## src/hw/rtl/rrts_pkg.sv

```systemverilog
// rrts_pkg: shared types and constants of the round-robin thread scheduler
// used by the channel interfaces and the scheduler top level
package rrts_pkg;

  localparam int unsigned NumThreads      = 16;
  localparam int unsigned TidW            = $clog2(NumThreads);
  localparam int unsigned CntW            = TidW + 1;
  localparam int unsigned MaxPreemptDepth = 15;
  localparam int unsigned DepthW          = $clog2(MaxPreemptDepth + 1);
  localparam int unsigned KindW           = 4;
  localparam int unsigned TimeW           = 32;
  localparam int unsigned SliceW          = 16;
  localparam int unsigned FaultW          = 2;

  localparam logic [SliceW-1:0] SliceReset = 16'd10;

  typedef enum logic [KindW-1:0] {
    KindSchedule  = 4'd0,
    KindForce     = 4'd1,
    KindActivate  = 4'd2,
    KindExit      = 4'd3,
    KindIdle      = 4'd4,
    KindPreOff    = 4'd5,
    KindPreOn     = 4'd6,
    KindQuery     = 4'd7,
    KindCreate    = 4'd8
  } kind_e;

  typedef enum logic [2:0] {
    StBlocked   = 3'd0,
    StActive    = 3'd1,
    StFinishing = 3'd2,
    StFinished  = 3'd3,
    StIdle      = 3'd4
  } thread_state_e;

  typedef enum logic [FaultW-1:0] {
    FaultNone      = 2'd0,
    FaultPreemptOff = 2'd1,
    FaultQueueFull = 2'd2,
    FaultIdleSet   = 2'd3
  } fault_e;

endpackage

```

## src/hw/rtl/rrts_evt_if.sv

```systemverilog
// rrts_evt_if: event channel into the scheduler, valid/ready with payload
// depends on rrts_pkg
interface rrts_evt_if import rrts_pkg::*; ();
  logic             valid;
  logic             ready;
  logic [KindW-1:0] kind;
  logic [TidW-1:0]  thread_id;
  logic [TimeW-1:0] now;

  modport source (output valid, kind, thread_id, now, input ready);
  modport sink   (input valid, kind, thread_id, now, output ready);
endinterface

```

## src/hw/rtl/rrts_res_if.sv

```systemverilog
// rrts_res_if: result channel out of the scheduler, valid/ready with payload
// depends on rrts_pkg
interface rrts_res_if import rrts_pkg::*; ();
  logic              valid;
  logic              ready;
  logic              switched;
  logic [TidW-1:0]   running_thread;
  logic [TidW-1:0]   previous_thread;
  logic [2:0]        queried_state;
  logic [FaultW-1:0] fault;

  modport source (output valid, switched, running_thread, previous_thread, queried_state,
                  fault, input ready);
  modport sink   (input valid, switched, running_thread, previous_thread, queried_state,
                  fault, output ready);
endinterface

```

## src/hw/rtl/round_robin_thread_scheduler.sv

```systemverilog
// round_robin_thread_scheduler: run queue and thread states held in two
// synchronous memories, one read-modify-write sequence per event
// the state memory port is used in turn: S_IDLE (beat, current-thread read), S_EXEC (write back),
// S_QUERY (queried-thread read), S_OUT (result registered once the output drains); events taken in S_IDLE
// reset: thread 0 active and running, queue empty, slice length 10; thread state
// entries read as reset values until first written, no clearing pass
module round_robin_thread_scheduler import rrts_pkg::*; (
  input  logic              clk_i,
  input  logic              rst_ni,
  input  logic              cfg_we_i,
  input  logic [SliceW-1:0] cfg_wdata_i,
  rrts_evt_if.sink          evt_i,
  rrts_res_if.source        res_o
);

  typedef enum logic [1:0] {S_IDLE, S_EXEC, S_QUERY, S_OUT} seq_e;

  seq_e seq_q;

  // latched event
  kind_e            kind_q;
  logic [TidW-1:0]  tid_q;
  logic [TimeW-1:0] now_q;

  // scalar state
  logic [SliceW-1:0] slice_len_q;
  logic [TidW-1:0]   head_q, head_d;
  logic [CntW-1:0]   count_q, count_d;
  logic [TidW-1:0]   cur_q, cur_d;
  logic [TidW-1:0]   idle_id_q, idle_id_d;
  logic              idle_pres_q, idle_pres_d;
  logic [TimeW-1:0]  slice_start_q, slice_start_d;
  logic [DepthW-1:0] depth_q, depth_d;

  // result registers
  logic              sw_q, sw_d;
  logic [TidW-1:0]   prev_q;
  fault_e            fault_q, fault_d;
  logic              res_valid_q;
  logic              res_sw_q;
  logic [TidW-1:0]   res_run_q, res_prev_q;
  logic [2:0]        res_qs_q;
  fault_e            res_fault_q;

  // thread state memory
  thread_state_e ts_mem [NumThreads];
  logic [NumThreads-1:0] ts_vld_q;
  logic              ts_re, ts_we;
  logic [TidW-1:0]   ts_raddr, ts_waddr;
  thread_state_e     ts_wdata, ts_rdata_q, ts_rd;
  logic              ts_rvld_q;
  logic [TidW-1:0]   ts_raddr_q;

  // run queue memory
  logic [TidW-1:0] rq_mem [NumThreads];
  logic            rq_we;
  logic [TidW-1:0] rq_waddr, rq_wdata, rq_rdata_q;

  logic evt_beat;
  assign evt_beat    = evt_i.valid && evt_i.ready;
  assign evt_i.ready = (seq_q == S_IDLE);

  assign ts_re    = (seq_q == S_IDLE) || (seq_q == S_QUERY);
  assign ts_raddr = (seq_q == S_QUERY) ? tid_q : cur_q;

  always_ff @(posedge clk_i) begin
    if (ts_we) begin
      ts_mem[ts_waddr] <= ts_wdata;
    end
    if (ts_re) begin
      ts_rdata_q <= ts_mem[ts_raddr];
    end
  end

  always_ff @(posedge clk_i or negedge rst_ni) begin
    if (!rst_ni) begin
      ts_vld_q   <= '0;
      ts_rvld_q  <= 1'b0;
      ts_raddr_q <= '0;
    end else begin
      if (ts_we) begin
        ts_vld_q[ts_waddr] <= 1'b1;
      end
      if (ts_re) begin
        ts_rvld_q  <= ts_vld_q[ts_raddr];
        ts_raddr_q <= ts_raddr;
      end
    end
  end

  // unwritten entries read as their reset value
  always_comb begin
    if (ts_rvld_q) begin
      ts_rd = ts_rdata_q;
    end else if (ts_raddr_q == '0) begin
      ts_rd = StActive;
    end else begin
      ts_rd = StBlocked;
    end
  end

  always_ff @(posedge clk_i) begin
    if (rq_we) begin
      rq_mem[rq_waddr] <= rq_wdata;
    end
    if (seq_q == S_IDLE) begin
      rq_rdata_q <= rq_mem[head_q];
    end
  end

  // event execution, evaluated in S_EXEC
  logic              do_sched, pop, push_prev, elapsed_lt, depth0, sel_idle;
  logic              idle_eff, have_next;
  logic [TidW-1:0]   idle_id_eff, next_id, head_pop;
  logic [CntW-1:0]   count_pop;
  logic [TimeW-1:0]  elapsed;
  thread_state_e     pstate;

  always_comb begin
    elapsed    = now_q - slice_start_q;
    elapsed_lt = elapsed < {{(TimeW-SliceW){1'b0}}, slice_len_q};
    depth0     = (depth_q == '0);
    sel_idle   = (kind_q == KindIdle) && !idle_pres_q;
    idle_eff    = idle_pres_q || sel_idle;
    idle_id_eff = sel_idle ? cur_q : idle_id_q;

    if (kind_q == KindExit) begin
      pstate = StFinishing;
    end else if (sel_idle) begin
      pstate = StIdle;
    end else begin
      pstate = ts_rd;
    end

    do_sched    = 1'b0;
    fault_d     = FaultNone;
    ts_we       = 1'b0;
    ts_waddr    = cur_q;
    ts_wdata    = StBlocked;
    rq_we       = 1'b0;
    rq_waddr    = head_q + count_q[TidW-1:0];
    rq_wdata    = tid_q;
    count_d     = count_q;
    head_d      = head_q;
    cur_d       = cur_q;
    slice_start_d = slice_start_q;
    depth_d     = depth_q;
    idle_id_d   = idle_id_q;
    idle_pres_d = idle_pres_q;

    unique case (kind_q)
      KindSchedule: begin
        do_sched = depth0 && !(pstate == StActive && elapsed_lt);
      end
      KindForce: begin
        if (!depth0) fault_d = FaultPreemptOff;
        else do_sched = 1'b1;
      end
      KindActivate: begin
        if (count_q[CntW-1]) begin
          fault_d = FaultQueueFull;
        end else begin
          rq_we    = 1'b1;
          count_d  = count_q + CntW'(1);
          ts_we    = 1'b1;
          ts_waddr = tid_q;
          ts_wdata = StActive;
        end
      end
      KindExit: begin
        ts_we    = 1'b1;
        ts_wdata = StFinishing;
        if (!depth0) fault_d = FaultPreemptOff;
        else do_sched = 1'b1;
      end
      KindIdle: begin
        if (idle_pres_q) begin
          fault_d = FaultIdleSet;
        end else begin
          idle_id_d   = cur_q;
          idle_pres_d = 1'b1;
          ts_we       = 1'b1;
          ts_wdata    = StIdle;
          if (!depth0) fault_d = FaultPreemptOff;
          else do_sched = 1'b1;
        end
      end
      KindPreOff: begin
        if (depth_q < DepthW'(MaxPreemptDepth)) depth_d = depth_q + DepthW'(1);
      end
      KindPreOn: begin
        if (!depth0) depth_d = depth_q - DepthW'(1);
      end
      KindCreate: begin
        ts_we    = 1'b1;
        ts_waddr = tid_q;
        ts_wdata = StBlocked;
      end
      default: begin
      end
    endcase

    // schedule: pop happens even when the switch is then dropped
    pop       = do_sched && (count_q != '0);
    head_pop  = head_q + TidW'(pop);
    count_pop = count_q - CntW'(pop);
    next_id   = pop ? rq_rdata_q : idle_id_eff;
    have_next = pop || idle_eff;
    sw_d      = do_sched && have_next && (next_id != cur_q) &&
                !(idle_eff && (next_id == idle_id_eff) && (pstate == StActive));
    push_prev = sw_d && (pstate == StActive);

    if (do_sched) begin
      head_d  = head_pop;
      count_d = count_pop;
    end
    if (sw_d) begin
      cur_d         = next_id;
      slice_start_d = now_q;
      if (pstate == StFinishing) begin
        ts_we    = 1'b1;
        ts_waddr = cur_q;
        ts_wdata = StFinished;
      end
    end
    if (push_prev) begin
      rq_we    = 1'b1;
      rq_waddr = head_pop + count_pop[TidW-1:0];
      rq_wdata = cur_q;
      count_d  = count_pop + CntW'(1);
    end

    // memories are written only in the execute cycle
    if (seq_q != S_EXEC) begin
      ts_we = 1'b0;
      rq_we = 1'b0;
    end
  end

  always_ff @(posedge clk_i or negedge rst_ni) begin
    if (!rst_ni) begin
      slice_len_q <= SliceReset;
    end else if (cfg_we_i) begin
      slice_len_q <= cfg_wdata_i;
    end
  end

  always_ff @(posedge clk_i or negedge rst_ni) begin
    if (!rst_ni) begin
      seq_q         <= S_IDLE;
      kind_q        <= KindSchedule;
      tid_q         <= '0;
      now_q         <= '0;
      head_q        <= '0;
      count_q       <= '0;
      cur_q         <= '0;
      idle_id_q     <= '0;
      idle_pres_q   <= 1'b0;
      slice_start_q <= '0;
      depth_q       <= '0;
      sw_q          <= 1'b0;
      prev_q        <= '0;
      fault_q       <= FaultNone;
      res_valid_q   <= 1'b0;
      res_sw_q      <= 1'b0;
      res_run_q     <= '0;
      res_prev_q    <= '0;
      res_qs_q      <= '0;
      res_fault_q   <= FaultNone;
    end else begin
      if (res_valid_q && res_o.ready && (seq_q != S_OUT)) begin
        res_valid_q <= 1'b0;
      end
      unique case (seq_q)
        S_IDLE: begin
          if (evt_beat) begin
            kind_q <= kind_e'(evt_i.kind);
            tid_q  <= evt_i.thread_id;
            now_q  <= evt_i.now;
            seq_q  <= S_EXEC;
          end
        end
        S_EXEC: begin
          head_q        <= head_d;
          count_q       <= count_d;
          cur_q         <= cur_d;
          idle_id_q     <= idle_id_d;
          idle_pres_q   <= idle_pres_d;
          slice_start_q <= slice_start_d;
          depth_q       <= depth_d;
          sw_q          <= sw_d;
          prev_q        <= cur_q;
          fault_q       <= fault_d;
          seq_q         <= S_QUERY;
        end
        S_QUERY: begin
          seq_q <= S_OUT;
        end
        S_OUT: begin
          // wait for the output register to drain
          if (!res_valid_q || res_o.ready) begin
            res_valid_q <= 1'b1;
            res_sw_q    <= sw_q;
            res_run_q   <= cur_q;
            res_prev_q  <= prev_q;
            res_qs_q    <= ts_rd;
            res_fault_q <= fault_q;
            seq_q       <= S_IDLE;
          end
        end
        default: seq_q <= S_IDLE;
      endcase
    end
  end

  assign res_o.valid           = res_valid_q;
  assign res_o.switched        = res_sw_q;
  assign res_o.running_thread  = res_run_q;
  assign res_o.previous_thread = res_prev_q;
  assign res_o.queried_state   = res_qs_q;
  assign res_o.fault           = res_fault_q;

endmodule
```

## src/flat_wrapper.sv

```systemverilog
// flat-port wrapper written by rule: the top's interface ports become plain ports
module round_robin_thread_scheduler_flat import rrts_pkg::*;
  (clk_i, rst_ni, cfg_we_i, cfg_wdata_i, evt_i_valid, evt_i_kind, evt_i_thread_id, evt_i_now, evt_i_ready, res_o_valid, res_o_switched, res_o_running_thread, res_o_previous_thread, res_o_queried_state, res_o_fault, res_o_ready);
  rrts_evt_if evt_i_i ();
  rrts_res_if res_o_i ();
  input  logic clk_i;
  input  logic rst_ni;
  input  logic cfg_we_i;
  input  logic [SliceW-1:0] cfg_wdata_i;
  input wire logic [$bits(evt_i_i.valid)-1:0] evt_i_valid;
  input wire logic [$bits(evt_i_i.kind)-1:0] evt_i_kind;
  input wire logic [$bits(evt_i_i.thread_id)-1:0] evt_i_thread_id;
  input wire logic [$bits(evt_i_i.now)-1:0] evt_i_now;
  output wire logic [$bits(evt_i_i.ready)-1:0] evt_i_ready;
  output wire logic [$bits(res_o_i.valid)-1:0] res_o_valid;
  output wire logic [$bits(res_o_i.switched)-1:0] res_o_switched;
  output wire logic [$bits(res_o_i.running_thread)-1:0] res_o_running_thread;
  output wire logic [$bits(res_o_i.previous_thread)-1:0] res_o_previous_thread;
  output wire logic [$bits(res_o_i.queried_state)-1:0] res_o_queried_state;
  output wire logic [$bits(res_o_i.fault)-1:0] res_o_fault;
  input wire logic [$bits(res_o_i.ready)-1:0] res_o_ready;
  assign evt_i_i.valid = evt_i_valid;
  assign evt_i_i.kind = evt_i_kind;
  assign evt_i_i.thread_id = evt_i_thread_id;
  assign evt_i_i.now = evt_i_now;
  assign evt_i_ready = evt_i_i.ready;
  assign res_o_valid = res_o_i.valid;
  assign res_o_switched = res_o_i.switched;
  assign res_o_running_thread = res_o_i.running_thread;
  assign res_o_previous_thread = res_o_i.previous_thread;
  assign res_o_queried_state = res_o_i.queried_state;
  assign res_o_fault = res_o_i.fault;
  assign res_o_i.ready = res_o_ready;
  round_robin_thread_scheduler u_core (.clk_i(clk_i), .rst_ni(rst_ni), .cfg_we_i(cfg_we_i), .cfg_wdata_i(cfg_wdata_i), .evt_i(evt_i_i), .res_o(res_o_i));
endmodule
```

## config.mk

```make
export PLATFORM = sky130hd
export DESIGN_NAME = round_robin_thread_scheduler_flat
export DESIGN_NICKNAME = d
export VERILOG_FILES = /design/src/hw/rtl/rrts_pkg.sv /design/src/hw/rtl/rrts_evt_if.sv /design/src/hw/rtl/rrts_res_if.sv /design/src/hw/rtl/round_robin_thread_scheduler.sv /design/src/flat_wrapper.sv
export SDC_FILE = /design/constraint.sdc
export NUM_CORES = 1
export LEC_CHECK = 0
export ABC_CLOCK_PERIOD_IN_PS = 15700
export BUFFER_PORTS_ARGS = -buffer_cell sky130_fd_sc_hd__clkbuf_2
export CAP_MARGIN = 20
export CORE_ASPECT_RATIO = 0.8
export CORE_MARGIN = 3
export CORE_UTILIZATION = 27
export DETAILED_ROUTE_END_ITERATION = 7
export PLACE_DENSITY = 0.5
export SYNTH_ARGS = -nofsm -noshare
export SYNTH_HDL_FRONTEND = slang
export SYNTH_SLANG_ARGS = --single-unit
```

## constraint.sdc

```tcl
create_clock -name clk_i -period 15.7 [get_ports clk_i]
set_input_delay 0.785 -clock clk_i [delete_from_list [all_inputs] [get_ports clk_i]]
set_output_delay 0.785 -clock clk_i [all_outputs]
set_load 0.05 [all_outputs]
```

==> results of run 1 <==
cell families after synthesis:
group,Yosys count,share of synthesized area
and+or+nand+nor,319,0.108
xor gates and xnor gates,51,0.0301
DFF,274,0.503
adders and majority gates,68,0.0594
muxes,155,0.149
buffers and inverters,131,0.0355
AOI/OAI and AO/OA,257,0.115
worst register-to-register path: cells and delay by family (launching register included):
kind	cells	cell delay, ns
buffers and inverters	3	0.31
muxes	1	0.28
and+or+nand+nor	7	1.74
adders and majority gates	6	1.75
xor gates and xnor gates	2	0.61
DFF	1	0.36
AOI/OAI and AO/OA	10	2.57
routing by layer:
| layer | wire length [µm] | global-route usage | up-vias |
|---|---|---|---|
| li1 | - | - | 4771 |
| met1 | 17600 | 0.183 | 5046 |
| met2 | 16500 | 0.198 | 216 |
| met3 | 1630 | 0.0222 | 64 |
| met4 | 980 | 0.0343 | 0 |
| met5 | 0 | 0 | - |
area by class of cell:
cell class,instances,area share
Clock buffer,43,0.0508
Clock inverter,15,0.00738
Inverter,80,0.0177
Multi-Input combinational cell,850,0.404
Sequential cell,274,0.440
Tap cell,702,0.0518
Timing Repair Buffer,90,0.0288
through the flow:
step	std cells	setup WS, ns	hold slack, ns	power, mW	util
after global placement	1995	8.10	0.453	3.29	0.296
final	2054	7.77	0.299	4.00	0.314
after CTS	2053	7.85	0.324	4.04	0.314
after global routing	2054	7.41	0.364	4.32	0.314
after floorplan	1255	8.93	0.438	2.74	-
after detailed placement	1995	7.85	0.458	3.31	0.296
report_power, final:
part	total, mW	switching, mW	internal, mW
sequential	1.14	0.179	0.961
clock	0.704	0.303	0.401
combinational	2.16	1.27	0.887
worst paths after layout:
check / start / endpoint / cells past startpoint
hold reg to reg: u_core.ts_vld_q[11] / u_core.ts_vld_q[11] / 1
max in group asynchronous: rst_ni / u_core.ts_vld_q[7] / 2
setup reg to reg: u_core.now_q[0] / u_core.rq_mem[2][1] / 29
setup / recovery: u_core.now_q[0] / u_core.rq_mem[2][1] / 29
min in group clk_i: cfg_wdata_i[9] / u_core.slice_len_q[9] / 3
hold / removal: rst_ni / u_core.slice_start_q[8] / 1
state kept, by name, summed over array words and instances (netlist names), 4 cells and up:
signal                        cells
u_core.head_q                     4
u_core.cur_q                      4
u_core.count_q                    5
u_core.idle_id_q                  4
u_core.res_o.running_thread       4
u_core.rq_mem                    64
u_core.rq_rdata_q                 4
u_core.ts_vld_q                  16
u_core.tid_q                      4
u_core.slice_len_q               16
u_core.depth_q                    4
u_core.now_q                     32
u_core.kind_q                     4
u_core.slice_start_q             32
u_core.ts_raddr_q                 4
u_core.res_o.previous_thread      4
u_core.prev_q                     4
u_core.ts_mem                    48
cell usage in the layout (no fill, tap or decap), drive strengths merged, types with 18 or more instances in the layout:
master / netlist / final
inv: 80 / 82
nand2b: 18 / 18
clkbuf: 37 / 118
ha: 64 / 64
o21bai: 18 / 18
mux4: 36 / 36
edfxtp: 119 / 119
mux2: 102 / 102
xnor2: 31 / 31
xor2: 20 / 20
o21ai: 61 / 61
nand2: 108 / 108
a21oi: 68 / 68
nor3: 19 / 19
dfrtp: 153 / 153
nor2: 73 / 73
nand3: 22 / 22
Yosys cell counts, drive strengths merged, types with 14 or more instances:
| cell type | instances | area share |
|---|---|---|
| o21bai | 18 | 0.0091 |
| buf | 14 | 0.0057 |
| nor2 | 73 | 0.018 |
| o21ai | 61 | 0.021 |
| ha | 64 | 0.054 |
| inv | 80 | 0.020 |
| nand4 | 17 | 0.0072 |
| mux2i | 17 | 0.011 |
| nand2b | 18 | 0.0076 |
| a21o | 17 | 0.0086 |
| dfrtp | 153 | 0.26 |
| mux2 | 102 | 0.083 |
| a21oi | 68 | 0.023 |
| clkbuf | 37 | 0.0095 |
| mux4 | 36 | 0.055 |
| nand2 | 108 | 0.027 |
| xor2 | 20 | 0.012 |
| nor3 | 19 | 0.0068 |
| edfxtp | 119 | 0.24 |
| nand3 | 22 | 0.0083 |
| xnor2 | 31 | 0.018 |
==> flow_summary.toml, run 1 <==
[worst_setup_path]
cp_max_fo = 10
r2r_slack_ns = 7.77
crit_family = "compound AO/OA/AOI/OAI gates"
worst-path-buf-inv = 3
arrival_ns = 8.17
path_class = "reg -> reg"
crit_slowest_cell = "nor4_4"
slowest_delay_ns = 0.40
path_common_cell = "ha_1"
crit_path_start_kind = "register"
critPathCaptureType = "register"
cp_data_required_time_ns = 15.94

[synthesis]
yosys_most_used_dff = "dfrtp_1"
synth.distinct_cells = 90
synth_edf_count = 119
syn_area_per_cell_um2 = 11.8
postSynthCellCount = 1255
yosysWarnings = 0
synth-async-reset-ratio = 0.566
ys_seq_area_frac = 0.503
ys_seq_elements = 274
synth_nets = 1384
synth_area_mm2 = 0.0148

[floorplanning]
die_width_um = 268
core_area_mm2 = 0.0540
dieArea_mm2 = 0.0577
die_h_um = 216
rows = 76
start_util = 0.274
io_pins = 77

[global_routing]
track_usage = 0.127
grt_pass1_wl_um = 58700
first_global_vias = 10274
grt_max_degree = 97
antenna_found_initial = 0
overflow = 0

[sta]
skew_ns = 0.0167
final-hold-violation-count = 0
slew_headroom = 0.307
setup_tns_ns = 0
setup_viol = 0
tightest_slew_ns = 1.04
rsz0062_at_grt = "false"
period_share = 0.505
period_minus_slack_ns = 7.93
drv_slew = 0
timing.fmax_mhz = 126

[routing]
wl_per_cell_um = 17.8
drt_wl_total_um = 36700
vias = 10097
antenna_left = 0
dr.first_iter.drc_count = 653
vias_per_cell = 4.92
dr.pass1.iters = 5
post-route-drc-count = 0

[cts]
cts_tree = "yes"
numCtsBuffers = 31
cts_buffer_depth = 3
holdBufCountCts = 0
htreeDepth = 1
cts-root-buf = "clkbuf_16"
clock_latency_ns = 0.59
cts_sinks = 274
clkSlewWorstSetupHoldPaths_ns = 0.06
cts_resized = 0
post_cts_buffers = 0

[hold_path]
hold_path.class = "in -> async"

[cells_and_area]
syn_to_final_growth_pct = 14.5
drive_above_1_share = 0.220
nFillCells = 5487
multi_input_area_mm2 = 0.00685
diodes = 0
seqCellArea_mm2 = 0.00745
final_nets = 1456
design_area_mm2 = 0.0170

[flow_run]
maxCapViolCount = 0

[power]
leakagePower_nw = 6.87
power.density_mw_per_mm2 = 236
max-vdd-ir-drop_mv = 0.106

[placed_design]
place_congestion = 0.860
hpwl_um = 26600
placed_area_mm2 = 0.0160
port_buffers = 76

[run_status]
status = "completed"
(Power assumes the default switching activity.)
==> run 2, diff against run 1 <==
--- a/config.mk
+++ b/config.mk
@@ -5,14 +5,14 @@
 export SDC_FILE = /design/constraint.sdc
 export NUM_CORES = 1
 export LEC_CHECK = 0
-export ABC_CLOCK_PERIOD_IN_PS = 15700
+export ABC_CLOCK_PERIOD_IN_PS = 6700
 export BUFFER_PORTS_ARGS = -buffer_cell sky130_fd_sc_hd__clkbuf_2
 export CAP_MARGIN = 20
 export CORE_ASPECT_RATIO = 0.8
 export CORE_MARGIN = 3
 export CORE_UTILIZATION = 27
 export DETAILED_ROUTE_END_ITERATION = 7
-export PLACE_DENSITY = 0.5
+export PLACE_DENSITY = 0.51
 export SYNTH_ARGS = -nofsm -noshare
 export SYNTH_HDL_FRONTEND = slang
 export SYNTH_SLANG_ARGS = --single-unit
==> constraint.sdc (replaced) <==
create_clock -name clk_i -period 6.7 [get_ports clk_i]
set_input_delay 0.335 -clock clk_i [delete_from_list [all_inputs] [get_ports clk_i]]
set_output_delay 0.335 -clock clk_i [all_outputs]
set_load 0.05 [all_outputs]
==> run 2 against run 1 <==
  * Routed wire length is 1.5% higher
  * Count of clock-buffer cells in the layout decreased by 1
  * Largest cell class unchanged
  * Non-clock buffer count increased by 98
  * Largest power group unchanged
  * Flip-flop and latch count stayed put
  * Via count grew 2.9%
  * Critical path type unchanged
  * Design area up 6.6%
==> flow_summary.toml, run 2 (synthesized netlist as in run 1, its figures left out) <==
[floorplanning]
start_util = 0.274
core_area_mm2 = 0.0540
io_pins = 77
die_width_um = 268
rows = 76
die_h_um = 216
dieArea_mm2 = 0.0577

[cells_and_area]
top_regs = "u_core.rq_mem: 64 flops, u_core.ts_mem: 48 flops"
largest-register = "u_core.rq_mem"
syn_to_final_growth_pct = 22.0
layout_commonest_cell = "dfrtp_1"
diodes = 0
final_nets = 1554
drive_above_1_share = 0.258
largest_reg_flops = 64
nFillCells = 5362
final_cell_mix = "153 x dfrtp_1, 119 x edfxtp_1, 107 x nand2_1"
design_area_mm2 = 0.0181

[power]
clockPowerShare = 0.178
combPwrFrac = 0.552
power.density_mw_per_mm2 = 546
max-vdd-ir-drop_mv = 0.224
sw_frac_of_total = 0.430
finalPower_mw = 9.88
leakagePower_nw = 7.37
intPower_mw = 5.63
pwr-share-seq = 0.270
p_switching_mw = 4.25

[sta]
drv_slew = 0
period_minus_slack_ns = 6.37
final-hold-violation-count = 0
tightest_slew_ns = 1.01
slew_headroom = 0.329
setup_viol = 0
fin_ws_ns = 0.335
period_share = 0.950
skew_ns = 0.0136
hold_ws_ns = 0.0462
timing.fmax_mhz = 157
setup_tns_ns = 0

[worst_setup_path]
cp_max_fo = 4
critPathCaptureType = "register"
path_class = "reg -> reg"
slowest_delay_ns = 0.39
arrival_ns = 6.66
crit_slowest_cell = "a2111o_1"
cp_data_required_time_ns = 6.99
crit_family = "compound AO/OA/AOI/OAI gates"
crit_path_start_kind = "register"
worst-path-buf-inv = 3

[run_status]
status = "completed"

[cts]
cts_sinks = 274
htreeDepth = 1
numCtsBuffers = 31
clock_latency_ns = 0.59
cts_tree = "yes"
cts-root-buf = "clkbuf_16"
cts_buffer_depth = 3
clkSlewWorstSetupHoldPaths_ns = 0.06

[placed_design]
place_congestion = 0.857
dpl_worst_slack_ns = -0.212
placed_area_mm2 = 0.0163
hpwl_um = 26700
port_buffers = 76

[routing]
dr.first_iter.drc_count = 712
dr.pass1.iters = 4
post-route-drc-count = 0
antenna_left = 0
drt_wl_total_um = 37200
wl_per_cell_um = 17.3
vias_per_cell = 4.83
vias = 10387

[global_routing]
overflow = 0
grt_max_degree = 65
first_global_vias = 10451
grt_pass1_wl_um = 58700
antenna_found_initial = 0
track_usage = 0.127

[hold_path]
hold_path.class = "in -> reg"

[flow_run]
maxCapViolCount = 0
## run 2: repair_timing
action,in CTS,in global routing
pin swaps,4,12
gates resized for setup,8,28
buffers inserted,2,0
hold buffers,56,0
endpoints found under the setup margin,28,64
endpoints found under the hold margin,88,0
## run 2: final cells by class
class / instances / area (µm²) / share of cell area
Sequential cell: 274 / 7450 / 0.412
Timing Repair Buffer: 188 / 1370 / 0.0756
Inverter: 80 / 300 / 0.0166
Clock inverter: 16 / 171 / 0.00948
Clock buffer: 42 / 888 / 0.0491
Multi-Input combinational cell: 850 / 7020 / 0.388
Tap cell: 702 / 878 / 0.0486
## run 2: metrics by stage
step                      utilization  instances
after floorplan                     -       1255
after global placement          0.301       2035
after detailed placement        0.301       2035
after CTS                       0.332       2151
after global routing            0.335       2152
final                           0.335       2152
## run 2: per-layer routing
| layer | share of wire | track usage | up-vias |
|---|---|---|---|
| met4 | 0.025 | 0.0338 | 0 |
| met5 | 0 | 0 | - |
| met2 | 0.45 | 0.198 | 198 |
| met1 | 0.49 | 0.181 | 5166 |
| li1 | - | - | 4965 |
| met3 | 0.040 | 0.0215 | 58 |
## run 2: power groups by stage
stage,registers [mW],logic [mW],clock network [mW]
floorplan,2.61,3.80,0
global placement,2.68,5.21,0
detailed placement,2.70,5.25,0
CTS,2.67,5.33,1.81
global route,2.73,6.02,1.88
finish,2.67,5.45,1.75
## run 2: final timing paths
| path | start | endpoint | slack [ns] | cells past startpoint |
|---|---|---|---|---|
| min in group asynchronous | rst_ni | u_core.now_q[7] | 0.20 | 2 |
| min reg2reg | u_core.ts_vld_q[10] | u_core.ts_vld_q[10] | 0.47 | 1 |
| max | u_core.slice_start_q[2] | u_core.rq_mem[3][2] | 0.33 | 29 |
| max reg2reg | u_core.slice_start_q[2] | u_core.rq_mem[3][2] | 0.33 | 29 |
| max in group asynchronous | rst_ni | u_core.res_o.queried_state[1] | 5.35 | 3 |
| min | res_o_ready | u_core.res_o.valid | 0.05 | 3 |
## run 2: worst min-delay path: stages
cell and delay [ns]:
clkbuf_2 0.09, nand2b_1 0.11, nand2b_1 0.06
==> run 3, diff against run 2 <==
--- a/config.mk
+++ b/config.mk
@@ -11,6 +11,7 @@
 export CORE_ASPECT_RATIO = 0.8
 export CORE_MARGIN = 3
 export CORE_UTILIZATION = 27
+export CTS_BUF_LIST = sky130_fd_sc_hd__clkbuf_4
 export DETAILED_ROUTE_END_ITERATION = 7
 export PLACE_DENSITY = 0.51
 export SYNTH_ARGS = -nofsm -noshare
==> run 3 against run 2 <==
  * Sequential share of layout area hardly changed
  * Non-clock buffer count is 8 higher
  * Worst hold slack better by 0.082 ns
  * Sequential power hardly changed
  * Routed wire length is 1.1% higher
  * Cell count is 3.9% higher
  * Count of clock-buffer cells in the layout is 67 higher
  * Setup slack better by 0.0029 ns
  * Largest cell class unchanged
==> flow_summary.toml, run 3 (synthesized netlist as in run 1, its figures left out) <==
[run_status]
status = "completed"

[cells_and_area]
drive_above_1_share = 0.287
layout_commonest_cell = "dfrtp_1"
design_area_mm2 = 0.0181
finalCoreUtilization = 0.335
final_cell_mix = "153 x dfrtp_1, 119 x edfxtp_1, 109 x clkbuf_4"
largest-register = "u_core.rq_mem"
largest_reg_flops = 64
syn_to_final_growth_pct = 22.1
final_nets = 1604
top_regs = "u_core.rq_mem: 64 flops, u_core.ts_mem: 48 flops"

[cts]
numCtsBuffers = 73
cts-root-buf = "clkbuf_4"
clkSlewWorstSetupHoldPaths_ns = 0.07
cts_sinks = 274
htreeDepth = 3
clock_latency_ns = 0.77
cts_tree = "yes"
cts_buffer_depth = 3

[routing]
wl_per_cell_um = 16.8
post-route-drc-count = 0
drt_wl_total_um = 37600
antenna_left = 0
dr.pass1.iters = 4
vias = 10727
vias_per_cell = 4.80
dr.first_iter.drc_count = 749

[worst_setup_path]
r2r_slack_ns = 0.34
path_common_cell = "ha_1"
critPathCaptureType = "register"
slowest_delay_ns = 0.53
cp_max_fo = 4
cp_data_required_time_ns = 7.16
crit_path_start_kind = "register"
arrival_ns = 6.82
path_class = "reg -> reg"
crit_slowest_cell = "o41ai_1"

[power]
power.density_mw_per_mm2 = 536
leakagePower_nw = 7.44
max-vdd-ir-drop_mv = 0.166
finalPower_mw = 9.69

[floorplanning]
die_width_um = 268
rows = 76
core_area_mm2 = 0.0540
io_pins = 77
die_h_um = 216
start_util = 0.274
dieArea_mm2 = 0.0577

[hold_path]
hold_path.class = "in -> async"

[placed_design]
hpwl_um = 26700
port_buffers = 76
placed_area_mm2 = 0.0163
dpl_worst_slack_ns = -0.212
place_congestion = 0.857

[sta]
slew_headroom = 0.310
timing.fmax_mhz = 157
period_share = 0.950
setup_viol = 0
skew_ns = 0.0596
drv_slew = 0
tightest_slew_ns = 1.04
fin_ws_ns = 0.338
period_minus_slack_ns = 6.36
setup_tns_ns = 0
final-hold-violation-count = 0

[global_routing]
grt_pass1_wl_um = 59500
first_global_vias = 10925
overflow = 0
track_usage = 0.131
antenna_found_initial = 2
grt_max_degree = 65

[flow_run]
maxCapViolCount = 0
[run 3: cell type report]
cell class              instances  area, µm²
clock buffers                 109        818
multi-input cells             850       7030
repair buffers                196       1460
clock inverters                22        154
inverters                      80        300
well taps                     702        878
fillers                      5408      35900
flip-flops and latches        274       7450
diodes                          2       5.00
[run 3: worst max-delay path: cells and delay by family, from the launching register on]
kind | cells | cell delay [ns]
AND/OR/NAND/NOR | 5 | 0.85
adder cells (fa/ha/maj) | 5 | 1.33
AO/OA/AOI/OAI | 12 | 2.69
flip-flops | 1 | 0.37
buffers and inverters | 4 | 0.53
XOR/XNOR | 2 | 0.31
[run 3: worst paths after layout]
kind	cells past startpoint	to	from
max reg2reg	28	u_core.rq_mem[9][1]	u_core.slice_start_q[2]
max in group asynchronous	3	u_core.slice_start_q[24]	rst_ni
min	3	u_core.now_q[3]	rst_ni
min reg2reg	1	u_core.ts_vld_q[10]	u_core.ts_vld_q[10]
max	28	u_core.rq_mem[9][1]	u_core.slice_start_q[2]
min in group clk_i	3	u_core.slice_len_q[1]	cfg_we_i
[run 3: what timing repair did]
| item | 4_1_cts | 5_1_grt |
|---|---|---|
| pin swaps | 7 | 15 |
| endpoints found under the hold margin | 92 | 0 |
| buffers inserted | 2 | 0 |
| endpoints found under the setup margin | 29 | 64 |
| hold buffers | 64 | 0 |
| resized for setup | 11 | 24 |
| gates cloned | 0 | 0 |
[run 3: routing by layer]
metal | GRT usage | up-vias | wire length (µm)
met4 | 0.0483 | 0 | 852
li1 | - | 5115 | -
met1 | 0.181 | 5307 | 18100
met3 | 0.0303 | 60 | 1710
met2 | 0.199 | 245 | 17000
met5 | 0 | - | 0
[run 3: report_power, final]
group          total [mW]  switching, mW  internal, mW
Sequential           2.67          0.421          2.25
Clock                1.54          0.715         0.825
Combinational        5.48           3.09          2.39
[run 3: through the flow]
step | hold WS, ns | std cells
after global routing | 0.0603 | 2235
after CTS | 0.0336 | 2232
final | 0.128 | 2235
after detailed placement | 0.242 | 2035
after floorplan | 0.0394 | 1255
after global placement | 0.242 | 2035
